### src/mts_pkg.sv
`timescale 1ns / 1ps

package mts_pkg;

	// Stack geometry and word widths.
	localparam int STACK_DEPTH = 64;
	localparam int CNT_W       = $clog2(STACK_DEPTH + 1);
	localparam int DATA_W      = 32;
	// Stored words carry two extra bits so that 2*value - max never overflows.
	localparam int WORD_W      = DATA_W + 2;

	// Operation codes.
	localparam logic OP_PUSH = 1'b0;
	localparam logic OP_POP  = 1'b1;

	// Status codes reported with each result.
	typedef enum logic [1:0] {
		ST_OK    = 2'd0,
		ST_EMPTY = 2'd1,
		ST_FULL  = 2'd2
	} status_t;

	// Shift control broadcast to every cell of the stack.
	typedef struct packed {
		logic push;
		logic pop;
	} shift_ctl_t;

endpackage

### src/max_tracking_stack.sv
`timescale 1ns / 1ps

// Channel  | Direction | Ports                                              | Handshake
// ---------+-----------+----------------------------------------------------+---------------------
// command  | in        | op, value                                          | start high, busy low
// result   | out       | status, removed_value, top_value, max_value,       | done, one cycle
//          |           | is_empty                                           |
//
// One transaction per clock cycle: busy is never raised, and the result of a
// transaction accepted at one edge is shown, marked by done, in the cycle that follows.
// The row of cells shifts all stored words together on each push or pop.
// Reset clears the element count, the maximum and the result strobe; the stored
// words are not cleared, as only written entries are ever read.
// The receiver cannot stall: each result is present for exactly one cycle.
module max_tracking_stack import mts_pkg::*; (
	input  logic                     clk,
	input  logic                     arst_n,
	input  logic                     start,
	output logic                     busy,
	input  logic                     op,
	input  logic signed [DATA_W-1:0] value,
	output logic                     done,
	output logic [1:0]               status,
	output logic signed [DATA_W-1:0] removed_value,
	output logic signed [DATA_W-1:0] top_value,
	output logic signed [DATA_W-1:0] max_value,
	output logic                     is_empty
);

	logic [CNT_W-1:0]         count_q;
	logic signed [DATA_W-1:0] max_q;
	logic                     done_q;
	status_t                  status_q;
	logic signed [DATA_W-1:0] removed_q;

	logic                     accept;
	logic                     empty;
	logic                     full;
	shift_ctl_t               ctl;
	logic signed [WORD_W-1:0] cell_word [STACK_DEPTH];
	logic signed [WORD_W-1:0] top_word;
	logic signed [WORD_W-1:0] value_w;
	logic signed [WORD_W-1:0] max_w;
	logic signed [WORD_W-1:0] enc_word;
	logic signed [WORD_W-1:0] restored_max;
	logic signed [WORD_W-1:0] push_word;
	logic                     top_encoded;

	assign busy     = 1'b0;
	assign accept   = start && !busy;
	assign empty    = (count_q == '0);
	assign full     = (count_q == CNT_W'(STACK_DEPTH));
	assign ctl.push = accept && (op == OP_PUSH) && !full;
	assign ctl.pop  = accept && (op == OP_POP) && !empty;

	// Encoding arithmetic on 34-bit words.
	assign top_word     = cell_word[0];
	assign value_w      = {{(WORD_W-DATA_W){value[DATA_W-1]}}, value};
	assign max_w        = {{(WORD_W-DATA_W){max_q[DATA_W-1]}}, max_q};
	assign enc_word     = {value_w[WORD_W-2:0], 1'b0} - max_w;
	assign restored_max = {max_w[WORD_W-2:0], 1'b0} - top_word;
	assign top_encoded  = (top_word > max_w);

	// A value above the current maximum of a non-empty stack is stored encoded.
	always_comb begin
		if (!empty && (value_w > max_w)) begin
			push_word = enc_word;
		end else begin
			push_word = value_w;
		end
	end

	// Row of cells, the top of the stack in cell zero.
	for (genvar i = 0; i < STACK_DEPTH; i++) begin : g_cell
		logic signed [WORD_W-1:0] up_word;
		logic signed [WORD_W-1:0] down_word;

		if (i == 0) begin : g_first
			assign up_word = push_word;
		end else begin : g_mid
			assign up_word = cell_word[i-1];
		end

		if (i == STACK_DEPTH - 1) begin : g_last
			assign down_word = cell_word[i];
		end else begin : g_inner
			assign down_word = cell_word[i+1];
		end

		mts_cell u_cell (
			.clk       (clk),
			.ctl       (ctl),
			.from_up   (up_word),
			.from_down (down_word),
			.word      (cell_word[i])
		);
	end

	// Count, maximum and the registered part of the result.
	always_ff @(posedge clk or negedge arst_n) begin
		if (!arst_n) begin
			count_q   <= '0;
			max_q     <= '0;
			done_q    <= 1'b0;
			status_q  <= ST_OK;
			removed_q <= '0;
		end else begin
			done_q <= accept;
			if (accept) begin
				removed_q <= '0;
				if (op == OP_PUSH) begin
					if (full) begin
						status_q <= ST_FULL;
					end else begin
						status_q <= ST_OK;
						count_q  <= count_q + CNT_W'(1);
						if (empty || (value_w > max_w)) begin
							max_q <= value;
						end
					end
				end else begin
					if (empty) begin
						status_q <= ST_EMPTY;
					end else begin
						status_q <= ST_OK;
						count_q  <= count_q - CNT_W'(1);
						if (top_encoded) begin
							removed_q <= max_q;
							max_q     <= restored_max[DATA_W-1:0];
						end else begin
							removed_q <= top_word[DATA_W-1:0];
						end
					end
				end
			end
		end
	end

	// Decoded top and maximum follow the state left by the transaction.
	always_comb begin
		if (empty) begin
			top_value = '0;
			max_value = '0;
		end else begin
			max_value = max_q;
			top_value = top_encoded ? max_q : top_word[DATA_W-1:0];
		end
	end

	assign done          = done_q;
	assign status        = status_q;
	assign removed_value = removed_q;
	assign is_empty      = empty;

endmodule

### src/mts_cell.sv
`timescale 1ns / 1ps

module mts_cell import mts_pkg::*; (
	input  logic                     clk,
	input  shift_ctl_t               ctl,
	input  logic signed [WORD_W-1:0] from_up,
	input  logic signed [WORD_W-1:0] from_down,
	output logic signed [WORD_W-1:0] word
);

	logic signed [WORD_W-1:0] word_q;

	// A push moves every word one place deeper; a pop moves every word one place up.
	always_ff @(posedge clk) begin
		if (ctl.push) begin
			word_q <= from_up;
		end else if (ctl.pop) begin
			word_q <= from_down;
		end
	end

	assign word = word_q;

endmodule

### config.mk
export PLATFORM = sky130hd
export DESIGN_NAME = max_tracking_stack
export DESIGN_NICKNAME = d
export VERILOG_FILES = /design/src/mts_pkg.sv /design/src/max_tracking_stack.sv /design/src/mts_cell.sv
export SDC_FILE = /design/constraint.sdc
export NUM_CORES = 2
export LEC_CHECK = 0
export BUFFER_PORTS_ARGS = -buffer_cell sky130_fd_sc_hd__buf_2
export CAP_MARGIN = 20
export CORE_MARGIN = 2
export CORE_UTILIZATION = 65
export CTS_CLUSTER_DIAMETER = 200
export CTS_CLUSTER_SIZE = 10
export DETAILED_ROUTE_END_ITERATION = 6
export PLACE_DENSITY = 0.79
export SETUP_SLACK_MARGIN = 0.4
export SYNTH_ARGS = -nofsm -noshare
export SYNTH_HDL_FRONTEND = slang
export SYNTH_SLANG_ARGS = --single-unit
export TNS_END_PERCENT = 30
### constraint.sdc
create_clock -name clk -period 157.1 [get_ports clk]
set_input_delay 15.71 -clock clk [delete_from_list [all_inputs] [get_ports clk]]
set_output_delay 15.71 -clock clk [all_outputs]
set_load 0.01 [all_outputs]
Word-level counts from Yosys, hierarchy flattened --
Index checks and enable logic that the tools add are counted.
Operators by class: $lt $le $gt $ge 2, add/sub/neg operators 4, eq/ne operators 4, shifts and indexed selects 0, muxes and demuxes 142, reduce and logical (&&, ||, !) cells 13, div/mod/pow operators 0, bitwise operators 1, $mul 0
Operators by type and width (number):
- $mux 34 | 127
- $mux 32 | 9
- $gt 34x32->1 | 1
- $sub 33x32->34 | 1
- $gt 32x32->1 | 1
- $sub 32x32->32 | 1
- $mux 7 | 3
- $add 7x1->7 const B | 1
- $eq 7x7->1 const B | 1
- $logic_not 7->1 | 1
- $sub 7x1->7 const B | 1
- $logic_and 1x1->1 | 5
- $reduce_and 5->1 | 1
- $mux 2 | 2
- $ne 2x2->1 const B | 2
- $reduce_bool 2->1 | 2
- $reduce_and 3->1 | 1
- $logic_not 1->1 | 2
- $ne 2x1->1 const B | 1
- $logic_or 1x1->1 | 1
- $mux 1 | 1
- $not 1->1 | 1
Storage, ports and cells: bits in writable memories 0, bits in registers 2250, logic and storage cells 235, output and inout bits 101, memory bits (read-only) 0, latch bits 0, memories kept 0, input bits 36

Depth between registers and ports, before layout --
depth after elaboration 5, gate-level depth with buffers 13, mapped depth without buffers 11

By module --
Synthesis repeated with hierarchy kept, for this count alone.
Unflattened totals: cell total of the unflattened synthesis 5908, area total of the unflattened synthesis 111261.7 um^2
Modules (own cells, without submodules):
- mts_cell | times used 64, seq. area each 1021.0 um^2, cells each 73, area an instance 1590.3 um^2
- max_tracking_stack | times used 1, seq. area each 1851.8 um^2, cells each 1236, area an instance 9484.1 um^2

Least setup slack after synthesis --
OpenSTA, ideal clock, no wires.
path kind input port to flip-flop, from in op, to reg g_cell[62].u_cell.word_q[14], data pin, library setup time 0.259 ns, required time 156.841 ns, path slack 82.482 ns, cell stages on the path 10, arrival time 74.359 ns, buffers on the path 3, cells stage by stage clkbuf_1 > xnor2_1 > o21ai_0 > clkinv_1 > nand2_1 > clkinv_1 > clkbuf_1 > clkbuf_1 > nand2_1 > nand2_1
RTL lines:
- from (decl) | RTL line max_tracking_stack.sv:20 | input logic op,
- to (signal assigned) | RTL line mts_cell.sv:16 | word_q <= from_up;
- to (signal assigned) | RTL line mts_cell.sv:18 | word_q <= from_down;
- to (decl) | RTL line mts_cell.sv:11 | logic signed [WORD_W-1:0] word_q;

Worst setup path after layout --
from in op, to reg g_cell[8].u_cell.word_q[23], data pin
On the way: word-level cells in the longest chain between the ends 4
RTL lines:
- $not 1->1
- $logic_and 1x1->1 (2 in a row) | RTL line max_tracking_stack.sv:53 | assign ctl.push = accept && (op == OP_PUSH) && !full;
- $mux 34 | RTL line mts_cell.sv:15 | if (ctl.push) begin
- to (signal assigned) | RTL line mts_cell.sv:16
- to (signal assigned) | RTL line mts_cell.sv:18
- to (decl) | RTL line mts_cell.sv:11
No other way between the ends. A chain may end at the register's enable or synchronous reset.

==> impl_metrics.yaml <==
status:
  status: "finished with violations"
  violations: "DRC"
route:
  dr_total_vias: 68400
  drt_iter0_drc: 7286
  drtPass1Iterations: 7
  drtAntennaViolNets: 0
  drc_errors: 3
  via_per_inst: 5.58
  wirelength_mm: 201
  wire_per_inst_um: 16.4
setup_path:
  critical_path.endpoint: "g_cell[8].u_cell.word[23]"
  path_depth: 14
  r2r-start: "count_q[5]"
  cpMostUsedCell: "buf_4"
  r2r_slack_ps: 149460
  path_cells: "buf_2 > buf_4 > xnor2_1 > o21ai_0 > buf_4 > inv_8 > nand2_4 > buf_4 > buf_4 > buf_4 > buf_4 > buf_4 > nand2_1 > nand2_1"
  cp_max_fo: 134
  cp-start-kind: "primary input"
  crit_family: "buffers and inverters"
  crit_path_end_kind: "flip-flop"
  worstSetupPathType: "in2reg"
  cp.arrival_ps: 22840
  worst_path_max_delay_cell: "buf_4"
  reg2regPathDepth: 13
  r2r_end: "g_cell[8].u_cell.word[23]"
  critPathLaunch: "op"
  crit_buf_inv: 9
  critPathMaxStageDelay_ps: 950
  required_ps: 157830
grt:
  overflow: 0
  grt.met1_usage_pct: 35.3
  grt_use_met2_pct: 41.7
  busiest_layer: "met2"
  grt_pass1_vias: 66600
  grt_pass1_wl_mm: 330
  gr-usage-all-layers_pct: 25.2
  grt_max_degree: 255
  gr-usage-met3_pct: 3.08
  antenna_found_initial: 0
synth:
  postSynthCellCount: 10200
  yosys_warnings: 0
  synth_flop_cell: "edfxtp_1"
  async_flop_share_pct: 3.29
  yosys-top-cells-count: "6387 x nand2_1, 2176 x edfxtp_1, 497 x clkbuf_1"
  yosysSeqAreaShare_pct: 67.1
  synthMuxAreaShare_pct: 0.462
  synth_top_family_by_area: "simple AND/OR/NAND/NOR gates"
  synth_top_area_share_pct: 65.2
  ys_ff_latch: 2250
  avgSynthCellArea_um2: 9.82
  synth_area_leaders: "edfxtp_1 65%, nand2_1 24%, clkbuf_1 1.9%"
  synth-simple-area-share_pct: 25.2
  synth_nets: 10400
  synthDistinctLibCells: 69
  yosys.area.top_type: "edfxtp_1"
  synth_xor_area_share_pct: 0.533
  synth_edf_count: 2176
  synth-compound-area-share_pct: 2.59
  synth_fa_ha_area_share_pct: 1.71
  synth_most_common_cell: "nand2_1"
  syn_area_mm2: 0.100
finish:
  drive_above_1_share_pct: 4.96
  seq_area_mm2: 0.0672
  postLayoutCoreUtil_pct: 71.2
  area_growth_pct: 9.16
  antenna_cells: 0
  final_cell_area_mm2: 0.109
  multiInputGateArea_mm2: 0.0306
  fin_nets: 10300
  n_fill_cell: 10800
min_path:
  hold_class: "reg2reg"
  whs_path_depth: 0
power:
  power.density_mw_per_mm2: 16.1
  worst_ir_drop_vdd_uv: 14.6
  leakagePower_nw: 48.8
  finalPower_mw: 1.76
timing:
  clock_skew_ps: 63.2
  slew_headroom_pct: 16.1
  fin_crit_ps: 22120
  maxSlewViolCount: 0
  hold_viol: 0
  setup_slack_ps: 134980
  setup_viol_count_final: 0
  period_share_pct: 14.1
  fmax_ghz: 0.0452
  tns_ps: 0
  tightestPinTransition_ps: 1260
  rsz0062_at_grt: "false"
die:
  die_w_um: 397
  ios: 137
  core_mm2: 0.154
  start_util_pct: 65.3
  rows: 144
  die_y_um: 397
  die_area_mm2: 0.157
clock_tree:
  cts_setup_buffers: 0
  numCtsBuffers: 274
  cts_htree_levels: 5
  cts_buffer_depth: 4
  cts_tree: "done"
  cts_hold_buf: 0
  clk_pin_slew_ps: 50
  clock-sinks: 2250
  cts-root-buf: "clkbuf_16"
  clkLatencyLatePin_ps: 900
  post_cts_resized: 0
place:
  post_dp_cell_area_mm2: 0.102
  dp_hpwl_mm: 120
  pre_cts_ws_ps: 133970
  io_buffer_count: 135
  place_congestion: 0.898
job:
  cap_violations: 0
==> worst register-to-register path, delay by kind of cell, from the launching register on <==
kind / cells / cell delay, ps
compound gates: 1 / 240
buf+inv: 7 / 5020
flops: 1 / 400
simple gates: 5 / 1890
==> cell usage in the layout, fill, tap and decap left out, types with 4 or more instances in the layout <==
cell type / synthesis / layout
buf_4: 6 / 61
nor2b_1: 9 / 9
a2111oi_0: 4 / 4
o21bai_1: 8 / 8
o21ai_0: 123 / 123
or3_1: 5 / 5
o211ai_1: 7 / 7
mux2i_1: 44 / 44
o31ai_1: 5 / 5
or4_1: 4 / 4
a211o_1: 5 / 5
buf_12: 0 / 9
a21o_1: 45 / 45
a22oi_1: 6 / 6
and3_1: 9 / 9
inv_1: 115 / 115
nand3_1: 20 / 20
o22ai_1: 33 / 33
xnor2_1: 40 / 40
nor2_1: 150 / 148
and2_1: 6 / 6
o21a_1: 10 / 10
clkbuf_1: 497 / 32
nand4_1: 20 / 20
nor3_1: 16 / 16
a31oi_1: 10 / 10
inv_6: 0 / 5
buf_2: 9 / 134
a211oi_1: 9 / 9
a21oi_1: 123 / 123
edfxtp_1: 2176 / 2176
ha_1: 132 / 132
xor2_1: 21 / 21
nand2b_1: 10 / 10
nand2_1: 6387 / 6386
clkbuf_16: 0 / 280
dfrtp_1: 74 / 74
nor3b_1: 7 / 7
==> report_power, final <==
group / switching [mW] / internal, mW / total [mW]
clock: 0.223 / 0.316 / 0.539
combinational: 0.237 / 0.128 / 0.366
sequential: 0.0585 / 0.798 / 0.856
==> flip-flops by register name, indices dropped and copies added, names as in the netlist <==
signal              count
removed_value          32
g_cell.u_cell.word   2176
max_q                  32
done                    1
count_q                 7
status                  2
==> how the worst min path moves through the flow <==
stage	end	start
3_3_place_gp	g_cell[63].u_cell.word[5]	g_cell[62].u_cell.word[5]
2_1_floorplan	g_cell[63].u_cell.word[0]	g_cell[62].u_cell.word[0]
3_5_place_dp	g_cell[63].u_cell.word[10]	g_cell[62].u_cell.word[10]
4_1_cts	g_cell[63].u_cell.word[28]	g_cell[62].u_cell.word[28]
5_1_grt	g_cell[63].u_cell.word[28]	g_cell[62].u_cell.word[28]
6_report	g_cell[63].u_cell.word[28]	g_cell[62].u_cell.word[28]
==> stage by stage <==
stage	std cells	hold slack, ps
floorplan	10200	426
global placement	11900	429
detailed placement	11900	432
CTS	12300	426
global route	12300	445
finish	12300	422
==> per-layer routing <==
metal | vias up | share of wire (%)
met4 | 0 | 2.8
met3 | 399 | 4.3
met1 | 33100 | 43
li1 | 33100 | -
met5 | - | 0
met2 | 1773 | 50
==> cell type report <==
type | count | share of cell area [%]
multi-input cells | 7318 | 28.0
clock inverters | 6 | 0.0549
well taps | 2044 | 2.34
inverters | 117 | 0.415
clock buffers | 312 | 6.52
flip-flops and latches | 2250 | 61.5
repair buffers | 206 | 1.25
==> cell families (layout without fill, tap and decap cells) <==
group | Yosys count | count (layout)
XOR/XNOR | 61 | 61
AND/OR/NAND/NOR | 6652 | 6652
other | 1 | 1
AO/OA/AOI/OAI | 423 | 423
adder cells (fa/ha/maj) | 135 | 135
flip-flops | 2250 | 2250
multiplexers | 46 | 46
buffers and inverters | 634 | 641
No activity file was read; power rests on OpenSTA's default activity.
